### src/hdl/rrts_pkg.sv
// Shared constants, codes and controller/datapath types for the thread scheduler.
package rrts_pkg;

  localparam int MAX_THREADS = 16;
  localparam int ID_W        = $clog2(MAX_THREADS);
  localparam int CNT_W       = ID_W + 1;
  localparam int TICK_W      = 64;
  localparam int LOCK_W      = 8;

  localparam logic [ID_W-1:0]   IDLE_ID  = ID_W'(1);
  localparam logic [CNT_W-1:0]  CNT_FULL = CNT_W'(MAX_THREADS);
  localparam logic [LOCK_W-1:0] LOCK_MAX = '1;

  // thread status codes
  localparam logic [1:0] ST_RUNNING  = 2'd0;
  localparam logic [1:0] ST_READY    = 2'd1;
  localparam logic [1:0] ST_SLEEPING = 2'd2;
  localparam logic [1:0] ST_BLOCKED  = 2'd3;

  // request codes
  localparam logic [2:0] REQ_WAKE     = 3'd0;
  localparam logic [2:0] REQ_SCHEDULE = 3'd1;
  localparam logic [2:0] REQ_BLOCK    = 3'd2;
  localparam logic [2:0] REQ_UNBLOCK  = 3'd3;
  localparam logic [2:0] REQ_SLEEP    = 3'd4;
  localparam logic [2:0] REQ_CREATE   = 3'd5;
  localparam logic [2:0] REQ_LOCK     = 3'd6;
  localparam logic [2:0] REQ_UNLOCK   = 3'd7;

  // error codes
  localparam logic [1:0] ERR_OK        = 2'd0;
  localparam logic [1:0] ERR_FULL      = 2'd1;
  localparam logic [1:0] ERR_UNDERFLOW = 2'd2;

  // datapath commands, one per cycle
  typedef enum logic [4:0] {
    CMD_NONE,
    CMD_LOAD,
    CMD_SCAN_WAKE,
    CMD_SCAN_RM_TGT,
    CMD_SCAN_RM_CUR,
    CMD_SCAN_STEP,
    CMD_SCHED_START,
    CMD_SCHED_POP,
    CMD_PUSH_IDLE,
    CMD_SCHED_RUN,
    CMD_SCHED_REQUEUE,
    CMD_BLOCK,
    CMD_UNBLOCK,
    CMD_SLEEP_SET,
    CMD_CREATE,
    CMD_LOCK,
    CMD_UNLOCK_DEC,
    CMD_UNLOCK_CLR,
    CMD_OUT
  } cmd_t;

  // datapath status seen by the controller
  typedef struct packed {
    logic [2:0] req;
    logic       lock_zero;
    logic       pending;
    logic       count_zero;
    logic       scan_last;
    logic       task_idle;
    logic       old_running;
    logic       tgt_waiting;
    logic       wake_past;
    logic       out_busy;
  } status_t;

endpackage

### src/hdl/rrts_if.sv
// Request and response channel interfaces of the thread scheduler.
interface rrts_req_if;
  logic        valid;
  logic        ready;
  logic [2:0]  req_type;
  logic [3:0]  target_thread;
  logic [63:0] wake_at;
  logic [63:0] now_ticks;
  logic [1:0]  block_kind;

  modport source (output valid, req_type, target_thread, wake_at, now_ticks, block_kind,
                  input ready);
  modport sink (input valid, req_type, target_thread, wake_at, now_ticks, block_kind,
                output ready);
endinterface

interface rrts_rsp_if;
  logic       valid;
  logic       ready;
  logic       switch_valid;
  logic [3:0] old_thread;
  logic [3:0] to_thread;
  logic [3:0] running_thread;
  logic [3:0] created_id;
  logic       irq_enabled;
  logic [1:0] error;

  modport source (output valid, switch_valid, old_thread, to_thread, running_thread,
                  created_id, irq_enabled, error, input ready);
  modport sink (input valid, switch_valid, old_thread, to_thread, running_thread,
                created_id, irq_enabled, error, output ready);
endinterface

### src/hdl/rrts_ctrl.sv
// Sequencing state machine of the thread scheduler.
module rrts_ctrl (
  input  logic             clk,
  input  logic             rst,
  input  logic             in_valid,
  output logic             in_ready,
  input  rrts_pkg::status_t st,
  output rrts_pkg::cmd_t   cmd
);
  import rrts_pkg::*;

  typedef enum logic [3:0] {
    S_IDLE, S_DISPATCH, S_SCAN, S_SCHED0, S_SCHED1, S_PUSH_IDLE, S_SCHED2, S_SCHED3,
    S_UNBLK, S_SLEEP_SET, S_UNLOCK2, S_FINISH
  } state_t;

  state_t state, state_next;

  assign in_ready = (state == S_IDLE);

  // next state and command
  always_comb begin
    state_next = state;
    cmd        = CMD_NONE;
    case (state)
      S_IDLE: begin
        if (in_valid) begin
          cmd        = CMD_LOAD;
          state_next = S_DISPATCH;
        end
      end
      S_DISPATCH: begin
        case (st.req)
          REQ_WAKE: begin
            cmd        = CMD_SCAN_WAKE;
            state_next = S_SCAN;
          end
          REQ_SCHEDULE: state_next = S_SCHED0;
          REQ_BLOCK: begin
            cmd        = CMD_BLOCK;
            state_next = S_SCHED0;
          end
          REQ_UNBLOCK: begin
            if (st.tgt_waiting) begin
              cmd        = CMD_SCAN_RM_TGT;
              state_next = S_SCAN;
            end else begin
              state_next = S_FINISH;
            end
          end
          REQ_SLEEP: begin
            if (st.wake_past) begin
              state_next = S_FINISH;
            end else begin
              cmd        = CMD_SCAN_RM_CUR;
              state_next = S_SCAN;
            end
          end
          REQ_CREATE: begin
            cmd        = CMD_CREATE;
            state_next = S_FINISH;
          end
          REQ_LOCK: begin
            cmd        = CMD_LOCK;
            state_next = S_FINISH;
          end
          default: begin
            cmd        = CMD_UNLOCK_DEC;
            state_next = st.lock_zero ? S_FINISH : S_UNLOCK2;
          end
        endcase
      end
      S_SCAN: begin
        cmd = CMD_SCAN_STEP;
        if (st.scan_last) begin
          case (st.req)
            REQ_UNBLOCK: state_next = S_UNBLK;
            REQ_SLEEP:   state_next = S_SLEEP_SET;
            default:     state_next = S_FINISH;
          endcase
        end
      end
      S_UNBLK: begin
        cmd        = CMD_UNBLOCK;
        state_next = S_FINISH;
      end
      S_SLEEP_SET: begin
        cmd        = CMD_SLEEP_SET;
        state_next = S_SCHED0;
      end
      S_UNLOCK2: begin
        if (st.lock_zero && st.pending) begin
          cmd        = CMD_UNLOCK_CLR;
          state_next = S_SCHED0;
        end else begin
          state_next = S_FINISH;
        end
      end
      S_SCHED0: begin
        cmd        = CMD_SCHED_START;
        state_next = (!st.lock_zero || st.count_zero) ? S_FINISH : S_SCHED1;
      end
      // idle thread at the head: skip it when others wait
      S_SCHED1: begin
        if (st.task_idle && !st.count_zero) begin
          cmd        = CMD_SCHED_POP;
          state_next = S_PUSH_IDLE;
        end else if (st.task_idle && st.old_running) begin
          cmd        = CMD_PUSH_IDLE;
          state_next = S_FINISH;
        end else begin
          state_next = S_SCHED2;
        end
      end
      S_PUSH_IDLE: begin
        cmd        = CMD_PUSH_IDLE;
        state_next = S_SCHED2;
      end
      S_SCHED2: begin
        cmd        = CMD_SCHED_RUN;
        state_next = S_SCHED3;
      end
      S_SCHED3: begin
        cmd        = CMD_SCHED_REQUEUE;
        state_next = S_FINISH;
      end
      S_FINISH: begin
        if (!st.out_busy) begin
          cmd        = CMD_OUT;
          state_next = S_IDLE;
        end
      end
      default: state_next = S_IDLE;
    endcase
  end

  always_ff @(posedge clk) begin
    if (rst) begin
      state <= S_IDLE;
    end else begin
      state <= state_next;
    end
  end

endmodule

### src/hdl/rrts_datapath.sv
// Scheduler state, ready ring, sleep list and result register.
module rrts_datapath (
  input  logic                          clk,
  input  logic                          rst,
  input  rrts_pkg::cmd_t                cmd,
  output rrts_pkg::status_t             st,
  input  logic [2:0]                    req_type,
  input  logic [rrts_pkg::ID_W-1:0]     target_thread,
  input  logic [rrts_pkg::TICK_W-1:0]   wake_at,
  input  logic [rrts_pkg::TICK_W-1:0]   now_ticks,
  input  logic [1:0]                    block_kind,
  output logic                          out_valid,
  input  logic                          out_ready,
  output logic                          switch_valid,
  output logic [rrts_pkg::ID_W-1:0]     old_thread,
  output logic [rrts_pkg::ID_W-1:0]     to_thread,
  output logic [rrts_pkg::ID_W-1:0]     running_thread,
  output logic [rrts_pkg::ID_W-1:0]     created_id,
  output logic                          irq_enabled,
  output logic [1:0]                    error
);
  import rrts_pkg::*;

  // scheduler state
  logic [ID_W-1:0]   ready_ring [MAX_THREADS];
  logic [ID_W-1:0]   ready_head;
  logic [CNT_W-1:0]  ready_count;
  logic [1:0]        thread_state [MAX_THREADS];
  logic [TICK_W-1:0] wake_time [MAX_THREADS];
  logic [ID_W-1:0]   sleep_order [MAX_THREADS];
  logic [CNT_W-1:0]  sleep_count;
  logic [ID_W-1:0]   current_id;
  logic [LOCK_W-1:0] lock_depth;
  logic              switch_pending;
  logic [CNT_W-1:0]  next_id;

  // latched request
  logic [2:0]        q_req;
  logic [ID_W-1:0]   q_tgt;
  logic [TICK_W-1:0] q_wake;
  logic [TICK_W-1:0] q_now;
  logic [1:0]        q_kind;

  // working registers
  logic [ID_W-1:0]   old_id;
  logic [ID_W-1:0]   task_id;
  logic [CNT_W-1:0]  scan_i;
  logic [CNT_W-1:0]  scan_k;
  logic              scan_wake;
  logic [ID_W-1:0]   rm_id;

  // result of the request in flight
  logic              r_valid;
  logic [ID_W-1:0]   r_old;
  logic [ID_W-1:0]   r_new;
  logic [1:0]        r_err;
  logic [ID_W-1:0]   r_created;

  logic              scan_last;
  logic [ID_W-1:0]   scan_id;
  logic              scan_due;
  logic              push_en;
  logic [ID_W-1:0]   push_id;
  logic              pop_en;
  logic [ID_W-1:0]   tail;
  logic [CNT_W-1:0]  new_id;
  logic              preempt;

  assign scan_last = (scan_i >= sleep_count);
  assign scan_id   = sleep_order[scan_i[ID_W-1:0]];
  assign scan_due  = (wake_time[scan_id] <= q_now);
  assign tail      = ready_head + ready_count[ID_W-1:0];
  assign new_id    = next_id + CNT_W'(1);
  assign preempt   = (ready_count == '0) || (current_id == IDLE_ID);

  // status toward the controller
  always_comb begin
    st.req         = q_req;
    st.lock_zero   = (lock_depth == '0);
    st.pending     = switch_pending;
    st.count_zero  = (ready_count == '0);
    st.scan_last   = scan_last;
    st.task_idle   = (task_id == IDLE_ID);
    st.old_running = (thread_state[old_id] == ST_RUNNING);
    st.tgt_waiting = (thread_state[q_tgt] == ST_SLEEPING) ||
                     (thread_state[q_tgt] == ST_BLOCKED);
    st.wake_past   = (q_wake < q_now);
    st.out_busy    = out_valid && !out_ready;
  end

  // ready ring push and pop requests
  always_comb begin
    push_en = 1'b0;
    push_id = IDLE_ID;
    pop_en  = 1'b0;
    case (cmd)
      CMD_SCAN_STEP: begin
        push_en = !scan_last && scan_wake && scan_due;
        push_id = scan_id;
      end
      CMD_SCHED_START: pop_en = (lock_depth == '0) && (ready_count != '0);
      CMD_SCHED_POP:   pop_en = 1'b1;
      CMD_PUSH_IDLE:   push_en = 1'b1;
      CMD_SCHED_REQUEUE: begin
        push_en = (thread_state[old_id] == ST_RUNNING);
        push_id = old_id;
      end
      CMD_UNBLOCK: begin
        push_en = 1'b1;
        push_id = preempt ? current_id : q_tgt;
      end
      CMD_CREATE: begin
        push_en = (new_id < CNT_FULL) && (ready_count < CNT_FULL);
        push_id = new_id[ID_W-1:0];
      end
      default: ;
    endcase
  end

  // control state
  always_ff @(posedge clk) begin
    if (rst) begin
      ready_head     <= '0;
      ready_count    <= CNT_W'(1);
      ready_ring[0]  <= IDLE_ID;
      for (int t = 0; t < MAX_THREADS; t++) begin
        thread_state[t] <= (ID_W'(t) == IDLE_ID) ? ST_READY : ST_RUNNING;
      end
      sleep_count    <= '0;
      current_id     <= '0;
      lock_depth     <= '0;
      switch_pending <= 1'b0;
      next_id        <= CNT_W'(1);
      out_valid      <= 1'b0;
    end else begin
      case (cmd)
        CMD_SCAN_STEP: begin
          if (scan_last) begin
            sleep_count <= scan_k;
          end else if (scan_wake && scan_due) begin
            thread_state[scan_id] <= ST_READY;
          end
        end
        CMD_SCHED_START: begin
          if (lock_depth != '0) begin
            switch_pending <= 1'b1;
          end
        end
        CMD_SCHED_RUN: begin
          thread_state[task_id] <= ST_RUNNING;
          current_id            <= task_id;
        end
        CMD_SCHED_REQUEUE: begin
          if (thread_state[old_id] == ST_RUNNING) begin
            thread_state[old_id] <= ST_READY;
          end
        end
        CMD_BLOCK: thread_state[current_id] <= q_kind;
        CMD_UNBLOCK: begin
          if (preempt) begin
            // a waiting current thread that gets unblocked ends up ready
            thread_state[current_id] <= ST_READY;
            if (q_tgt != current_id) begin
              thread_state[q_tgt] <= ST_RUNNING;
            end
            current_id <= q_tgt;
            if (lock_depth != '0) begin
              switch_pending <= 1'b1;
            end
          end else begin
            thread_state[q_tgt] <= ST_READY;
          end
        end
        CMD_SLEEP_SET: begin
          thread_state[current_id] <= ST_SLEEPING;
          if (sleep_count < CNT_FULL) begin
            sleep_count <= sleep_count + CNT_W'(1);
          end
        end
        CMD_CREATE: begin
          if (push_en) begin
            next_id                          <= new_id;
            thread_state[new_id[ID_W-1:0]] <= ST_READY;
          end
        end
        CMD_LOCK: begin
          if (lock_depth != LOCK_MAX) begin
            lock_depth <= lock_depth + LOCK_W'(1);
          end
        end
        CMD_UNLOCK_DEC: begin
          if (lock_depth != '0) begin
            lock_depth <= lock_depth - LOCK_W'(1);
          end
        end
        CMD_UNLOCK_CLR: switch_pending <= 1'b0;
        default: ;
      endcase

      // ring update: pop and push never share a cycle
      if (pop_en) begin
        ready_head  <= ready_head + ID_W'(1);
        ready_count <= ready_count - CNT_W'(1);
      end else if (push_en && (ready_count < CNT_FULL)) begin
        ready_ring[tail] <= push_id;
        ready_count      <= ready_count + CNT_W'(1);
      end

      // result beat
      if (cmd == CMD_OUT) begin
        out_valid <= 1'b1;
      end else if (out_ready) begin
        out_valid <= 1'b0;
      end
    end
  end

  // payload and working registers
  always_ff @(posedge clk) begin
    case (cmd)
      CMD_LOAD: begin
        q_req     <= req_type;
        q_tgt     <= target_thread;
        q_wake    <= wake_at;
        q_now     <= now_ticks;
        q_kind    <= (block_kind < ST_SLEEPING) ? ST_BLOCKED : block_kind;
        r_valid   <= 1'b0;
        r_old     <= '0;
        r_new     <= '0;
        r_err     <= ERR_OK;
        r_created <= '0;
      end
      CMD_SCAN_WAKE, CMD_SCAN_RM_TGT, CMD_SCAN_RM_CUR: begin
        scan_i    <= '0;
        scan_k    <= '0;
        scan_wake <= (cmd == CMD_SCAN_WAKE);
        rm_id     <= (cmd == CMD_SCAN_RM_TGT) ? q_tgt : current_id;
      end
      // keep an entry unless it wakes or is the one being removed
      CMD_SCAN_STEP: begin
        if (!scan_last) begin
          scan_i <= scan_i + CNT_W'(1);
          if (scan_wake ? !scan_due : (scan_id != rm_id)) begin
            sleep_order[scan_k[ID_W-1:0]] <= scan_id;
            scan_k                         <= scan_k + CNT_W'(1);
          end
        end
      end
      CMD_SCHED_START: begin
        old_id  <= current_id;
        task_id <= ready_ring[ready_head];
      end
      CMD_SCHED_POP: task_id <= ready_ring[ready_head];
      CMD_SCHED_REQUEUE: begin
        r_valid <= 1'b1;
        r_old   <= old_id;
        r_new   <= current_id;
      end
      CMD_UNBLOCK: begin
        if (preempt && (lock_depth == '0)) begin
          r_valid <= 1'b1;
          r_old   <= current_id;
          r_new   <= q_tgt;
        end
      end
      CMD_SLEEP_SET: begin
        wake_time[current_id] <= q_wake;
        if (sleep_count < CNT_FULL) begin
          sleep_order[sleep_count[ID_W-1:0]] <= current_id;
        end
      end
      CMD_CREATE: begin
        if (push_en) begin
          r_created <= new_id[ID_W-1:0];
        end else begin
          r_err <= ERR_FULL;
        end
      end
      CMD_UNLOCK_DEC: begin
        if (lock_depth == '0) begin
          r_err <= ERR_UNDERFLOW;
        end
      end
      CMD_OUT: begin
        switch_valid   <= r_valid;
        old_thread     <= r_old;
        to_thread      <= r_new;
        running_thread <= current_id;
        created_id     <= r_created;
        irq_enabled    <= (lock_depth == '0);
        error          <= r_err;
      end
      default: ;
    endcase
    // a push into a full ring flags the request
    if (push_en && (ready_count >= CNT_FULL) && (cmd != CMD_CREATE)) begin
      r_err <= ERR_FULL;
    end
  end

endmodule

### src/hdl/round_robin_thread_scheduler_top.sv
// Top level of the round-robin thread scheduler.
//
// Requests arrive on the req channel (valid/ready); one result beat per
// request leaves on the rsp channel. The block handles one request at a
// time: req.ready is high only while it is idle.
// Paths from the accepted request to the result beat:
//   create, lock, unlock, no-op unblock, past-tick sleep: direct
//   schedule / block: pop, idle skip, requeue
//   unlock that takes a postponed switch: then the schedule steps
//   wake check, unblock, sleep: first the sleep list walk (up to 16
//   entries), one entry per cycle; sleep then schedules.
// The next request is taken once the block is back in idle after its
// result is registered; it is never taken while one is in flight.
// Reset (rst, synchronous) restores thread 0 running, the idle thread 1
// alone in the ready queue, an empty sleep list and no lock held.
// When the receiver stalls the result beat holds in the output register
// and the block waits with the next result until it is taken; the next
// request is accepted meanwhile and worked on up to that point.
module round_robin_thread_scheduler_top (
  input  logic       clk,
  input  logic       rst,
  rrts_req_if.sink   req,
  rrts_rsp_if.source rsp
);
  import rrts_pkg::*;

  cmd_t    cmd;
  status_t st;

  rrts_ctrl u_ctrl (
    .clk      (clk),
    .rst      (rst),
    .in_valid (req.valid),
    .in_ready (req.ready),
    .st       (st),
    .cmd      (cmd)
  );

  rrts_datapath u_dp (
    .clk            (clk),
    .rst            (rst),
    .cmd            (cmd),
    .st             (st),
    .req_type       (req.req_type),
    .target_thread  (req.target_thread),
    .wake_at        (req.wake_at),
    .now_ticks      (req.now_ticks),
    .block_kind     (req.block_kind),
    .out_valid      (rsp.valid),
    .out_ready      (rsp.ready),
    .switch_valid   (rsp.switch_valid),
    .old_thread     (rsp.old_thread),
    .to_thread      (rsp.to_thread),
    .running_thread (rsp.running_thread),
    .created_id     (rsp.created_id),
    .irq_enabled    (rsp.irq_enabled),
    .error          (rsp.error)
  );

endmodule

### src/flat_wrapper.sv
// flat-port wrapper written by rule: the top's interface ports become plain ports
module round_robin_thread_scheduler_top_flat import rrts_pkg::*;
  (clk, rst, req_valid, req_req_type, req_target_thread, req_wake_at, req_now_ticks, req_block_kind, req_ready, rsp_valid, rsp_switch_valid, rsp_old_thread, rsp_to_thread, rsp_running_thread, rsp_created_id, rsp_irq_enabled, rsp_error, rsp_ready);
  rrts_req_if req_i ();
  rrts_rsp_if rsp_i ();
  input  logic clk;
  input  logic rst;
  input wire logic [$bits(req_i.valid)-1:0] req_valid;
  input wire logic [$bits(req_i.req_type)-1:0] req_req_type;
  input wire logic [$bits(req_i.target_thread)-1:0] req_target_thread;
  input wire logic [$bits(req_i.wake_at)-1:0] req_wake_at;
  input wire logic [$bits(req_i.now_ticks)-1:0] req_now_ticks;
  input wire logic [$bits(req_i.block_kind)-1:0] req_block_kind;
  output wire logic [$bits(req_i.ready)-1:0] req_ready;
  output wire logic [$bits(rsp_i.valid)-1:0] rsp_valid;
  output wire logic [$bits(rsp_i.switch_valid)-1:0] rsp_switch_valid;
  output wire logic [$bits(rsp_i.old_thread)-1:0] rsp_old_thread;
  output wire logic [$bits(rsp_i.to_thread)-1:0] rsp_to_thread;
  output wire logic [$bits(rsp_i.running_thread)-1:0] rsp_running_thread;
  output wire logic [$bits(rsp_i.created_id)-1:0] rsp_created_id;
  output wire logic [$bits(rsp_i.irq_enabled)-1:0] rsp_irq_enabled;
  output wire logic [$bits(rsp_i.error)-1:0] rsp_error;
  input wire logic [$bits(rsp_i.ready)-1:0] rsp_ready;
  assign req_i.valid = req_valid;
  assign req_i.req_type = req_req_type;
  assign req_i.target_thread = req_target_thread;
  assign req_i.wake_at = req_wake_at;
  assign req_i.now_ticks = req_now_ticks;
  assign req_i.block_kind = req_block_kind;
  assign req_ready = req_i.ready;
  assign rsp_valid = rsp_i.valid;
  assign rsp_switch_valid = rsp_i.switch_valid;
  assign rsp_old_thread = rsp_i.old_thread;
  assign rsp_to_thread = rsp_i.to_thread;
  assign rsp_running_thread = rsp_i.running_thread;
  assign rsp_created_id = rsp_i.created_id;
  assign rsp_irq_enabled = rsp_i.irq_enabled;
  assign rsp_error = rsp_i.error;
  assign rsp_i.ready = rsp_ready;
  round_robin_thread_scheduler_top u_core (.clk(clk), .rst(rst), .req(req_i), .rsp(rsp_i));
endmodule
### config.mk
export PLATFORM = sky130hd
export DESIGN_NAME = round_robin_thread_scheduler_top_flat
export DESIGN_NICKNAME = d
export VERILOG_FILES = /design/src/hdl/rrts_pkg.sv /design/src/hdl/rrts_if.sv /design/src/hdl/rrts_ctrl.sv /design/src/hdl/rrts_datapath.sv /design/src/hdl/round_robin_thread_scheduler_top.sv /design/src/flat_wrapper.sv
export SDC_FILE = /design/constraint.sdc
export NUM_CORES = 2
export LEC_CHECK = 0
export BUFFER_PORTS_ARGS = -buffer_cell sky130_fd_sc_hd__buf_2
export CORE_UTILIZATION = 45
export CTS_BUF_LIST = sky130_fd_sc_hd__clkbuf_16
export DETAILED_ROUTE_END_ITERATION = 8
export PLACE_DENSITY = 0.62
export SLEW_MARGIN = 20
export SYNTH_ARGS = -nofsm -noshare
export SYNTH_HDL_FRONTEND = slang
export SYNTH_SLANG_ARGS = --single-unit
export TNS_END_PERCENT = 30
### constraint.sdc
create_clock -name clk -period 17.5 [get_ports clk]
set_clock_uncertainty 0.1 [all_clocks]
set_input_delay 2.625 -clock clk [delete_from_list [all_inputs] [get_ports clk]]
set_output_delay 2.625 -clock clk [all_outputs]
set_load 0.02 [all_outputs]
==> results list <==
- The wire-length estimate of the detail-placed layout is approximately 80000 um.
* Initial antenna violation count: 2
* Number of gates given a new drive strength after cts: 0
- Clock tree synthesis found a total of between 1000 and 1500 sinks.
- Critical path's slowest cell: sky130_fd_sc_hd__dfxtp_1
* Setup Slack @ Placement: slightly below 8000 ps
- In the routed design, unresolved DRC markers number 0.
- Across the run, the number of max-cap violations was 0.
- Summed over all layers, the global routing overflow is 0.
* Post-synth net total: ~3600
- In the routed layout, each cell is associated on average with a via count of 5.806.
- Vias in the first global route: ~31000
* P per Cell Area: 180.2 nW/um2
- Clock-pin slew was measured on the worst setup and hold paths at roughly 60 ps.
* CTS hold repair buffers: 0
* Top area cells in the synthesized netlist: sky130_fd_sc_hd__edfxtp_1 (69%), sky130_fd_sc_hd__mux4_2 (11%), sky130_fd_sc_hd__ha_1 (3.1%), sky130_fd_sc_hd__dfxtp_1 (2.3%), sky130_fd_sc_hd__mux2i_1 (2.0%)
- Leakage power figure: 22.57 nW
- In this run the clock root is driven by a sky130_fd_sc_hd__clkbuf_16.
- Row generation in the floorplan step produced 132 rows.
* Post CTS Setup Buffer Count: 0
* CP startpoint kind: flop
- 0 antenna diodes ended up in the layout.
- Worst Max-Slew Pin Slew: around 1100 ps
- Arrival time reported for the critical path endpoint: between 9000 and 10000 ps
- The smallest clock period supported by the final layout is computed as 9427 ps.
- Post-route worst setup slack: ~8100 ps
- At the later pin of the worst-skew pair, clock insertion delay measures around 790 ps.
- In the synthesized netlist the dominant register cell turns out to be sky130_fd_sc_hd__edfxtp_1.
- Cell types with the highest counts after synthesis: sky130_fd_sc_hd__edfxtp_1 (1361), sky130_fd_sc_hd__mux4_2 (285), sky130_fd_sc_hd__ha_1 (149), sky130_fd_sc_hd__nand2_1 (146), sky130_fd_sc_hd__a21oi_1 (145)
- Vertical die dimension: 365.1 um
- Setup repair after global routing left no endpoint under its margin.
- Wires add up to approximately 140000 um.
- Number of instances in the synthesized netlist: roughly 3300
- After the flow finishes, the layout carries non-filler instances totaling 5425.
* Final worst path period share: a little over half
- Critical path's most frequent cell: sky130_fd_sc_hd__buf_4
- The final number of hold-violating endpoints was 0.
- Number of buffer and inverter instances along the worst setup path: 3
- Placed instance count: 5160
- Number of buffers on the longest clock path: 3
- On the worst path, the slowest cell contributes a delay of a little over 900 ps.
* Die footprint: 133300 um2
* Top-area cell type share of the netlist area: between 60% and 70%
- Final net count: around 3900
* Initial standard-cell utilization of the core: a little under half
- Post-detailed-route wirelength per cell: around 26 um
- Ratio of cells with drive above 1 in the final layout: a little over a fifth
- TritonCTS created ~150 clock buffers.
* Max-slew violation count: 0
- In this run the count of I/O pins placed on the die edge is 163.
- Critical Setup Path Class: reg2reg
* Core area: around 130000 um2
- Proportion of register bits with asynchronous set or reset after synthesis: 0%
- Final hold slack: 318.0 ps
* Count of TritonRoute iterations in the first routing pass: 5
- Entering global routing, the biggest net connects around 130 pins.
* Post-DRT Antenna Nets: 0
- Setup violations remaining at the end of the flow were counted as 0.
* Number of flip-flops and latches in the synthesized netlist: about 1400
- Area grow syn2layout: 13.22%
- Yosys cell types: between 70 and 80
- Across the VDD grid, the largest voltage drop is around 0.00018 V.
- Summed negative setup slack over all endpoints: 0 ps
- Crit end category: flop
- Kind of cell adding the most delay to the critical path: simple AND/OR/NAND/NOR gates
* Number of buffers added on ports: 162
* Relative slew margins: between 20% and 30%
- Highest clock frequency the design can meet: 106.1 MHz
- Walking the worst path, the cells encountered are mux4_2, mux2i_1, mux2i_4, buf_4, buf_4, buf_4, mux4_2, nor2b_1, a211oi_1, a21oi_1, ha_1, nand4_1, nor4_1, nand4_1, or4_1, a21boi_0, nor3_2, or3_1, nor4b_1.
- In this run the most critical hold path is launched from u_core.u_dp.r_old[0].
- Library cell occupying the most area in the post-synthesis netlist: sky130_fd_sc_hd__edfxtp_1
- Along the worst path, the maximum fanout reaches between 40 and 50.
- After synthesis, flip-flops and latches occupy between 70% and 80% of the total area.
- Number of enable flip-flop cells after synthesis: approximately 1400
* Placer's final routability congestion estimate: ~0.87
- Cell Area, Synth: a little under 60000 um2
* H-tree levels: 4
* Type of the most critical hold path: reg2reg
- The run finished with clean final reports.
- The Yosys step of the flow raised 0 warnings.
* Synthesized area divided by synthesized cell count: between 15 and 20 um2
- Clock tree from TritonCTS: built
- Total power consumption of the routed design: roughly 12 mW
- Most frequently used cell type in the post-synthesis netlist: sky130_fd_sc_hd__edfxtp_1
- The first global-routing pass estimated 205100 um of wire.
- In this run, the number of DRC markers left after iteration 0 of detailed routing was ~3200.
- Aggregate global-route resource usage: a little over a fifth
- Floorplan die width: approximately 370 um
- Total number of vias: roughly 31000
- Critical path required time: 17790 ps
-- state kept, by name (all words and copies together) (netlist names), 5 cells and up, named ones only --
signal                    count
u_core.u_dp.scan_i            5
u_core.u_dp.sleep_order      64
u_core.u_dp.q_now            64
u_core.u_dp.ready_ring       64
u_core.u_dp.wake_time      1024
u_core.u_dp.thread_state     32
u_core.u_dp.lock_depth        8
u_core.u_dp.scan_k            5
u_core.u_dp.ready_count       5
u_core.u_dp.sleep_count       5
u_core.u_dp.next_id           5
u_core.u_dp.q_wake           64
-- worst register-to-register path, stage by stage, from the launching register on --
cell and delay (ps):
sky130_fd_sc_hd__dfxtp_1 930, sky130_fd_sc_hd__mux4_2 380, sky130_fd_sc_hd__mux2i_1 130, sky130_fd_sc_hd__mux2i_4 190, sky130_fd_sc_hd__buf_4 450, sky130_fd_sc_hd__buf_4 620, sky130_fd_sc_hd__buf_4 850, sky130_fd_sc_hd__mux4_2 640
sky130_fd_sc_hd__nor2b_1 140, sky130_fd_sc_hd__a211oi_1 260, sky130_fd_sc_hd__a21oi_1 80, sky130_fd_sc_hd__ha_1 370, sky130_fd_sc_hd__nand4_1 160, sky130_fd_sc_hd__nor4_1 860, sky130_fd_sc_hd__nand4_1 160, sky130_fd_sc_hd__or4_1 640
sky130_fd_sc_hd__a21boi_0 420, sky130_fd_sc_hd__nor3_2 120, sky130_fd_sc_hd__or3_1 680, sky130_fd_sc_hd__nor4b_1 890
-- area by class of cell --
class / count / area [um2]
Fill cell: 10596 / 62960
Clock inverter: 113 / 982.2
Tap cell: 1742 / 2180
Multi-Input combinational cell: 1659 / 16270
Clock buffer: 152 / 3804
Sequential cell: 1428 / 42210
Timing Repair Buffer: 224 / 1334
Inverter: 107 / 406.6
-- path summary, 6_finish.rpt --
check                                                endpoint  slack, ps  depth (start not counted)
worst min register to register      u_core.u_dp.old_thread[0]        320                          0
worst max register to register  u_core.u_dp.ready_ring[11][1]       8070                         19
worst min-delay path                u_core.u_dp.old_thread[0]        320                          0
worst max-delay path            u_core.u_dp.ready_ring[11][1]       8070                         19
-- report_power, final --
part	internal, mW	total, mW	switching, mW
logic	2.01	4.54	2.53
registers	4.18	4.48	0.305
clock network	1.76	3.08	1.32
total	7.95	12.1	4.16
-- layout by cell type (no fill, tap or decap), types with 34 or more instances in the layout --
cell,n
sky130_fd_sc_hd__ha_1,149
sky130_fd_sc_hd__o21ai_0,74
sky130_fd_sc_hd__mux2i_1,117
sky130_fd_sc_hd__mux4_2,285
sky130_fd_sc_hd__a21oi_1,145
sky130_fd_sc_hd__nor2_1,129
sky130_fd_sc_hd__clkbuf_16,152
sky130_fd_sc_hd__a211oi_1,80
sky130_fd_sc_hd__edfxtp_1,1361
sky130_fd_sc_hd__nand2_1,146
sky130_fd_sc_hd__clkinv_1,34
sky130_fd_sc_hd__dfxtp_1,67
sky130_fd_sc_hd__buf_4,58
sky130_fd_sc_hd__buf_2,162
sky130_fd_sc_hd__inv_1,134
sky130_fd_sc_hd__nor3_1,34
sky130_fd_sc_hd__nor2b_1,77
-- metal layers --
metal | up-vias | wire (um) | global-route usage [%]
met5 | - | 0 | 0
met4 | 0 | 2900 | 6.022
met3 | 197 | 8521 | 3.298
met2 | 1130 | 66250 | 33.50
met1 | 16215 | 61360 | 30.22
li1 | 13954 | - | -
-- through the flow --
step                cell area, um2  utilization (%)
CTS                          67170            51.61
global route                 67190            51.63
floorplan                    59340                -
global placement             62340            47.90
finish                       67190            51.63
detailed placement           62390            47.94
-- logic make-up after synthesis --
family,after synthesis,synth area share [%]
adders and majority gates,152,3.243
xor gates and xnor gates,42,0.6199
muxes,432,13.35
other,1,0.006319
buffers and inverters,262,1.756
AOI/OAI and AO/OA,470,5.153
and+or+nand+nor,562,4.738
DFF,1428,71.13
(Power assumes the default switching activity.)
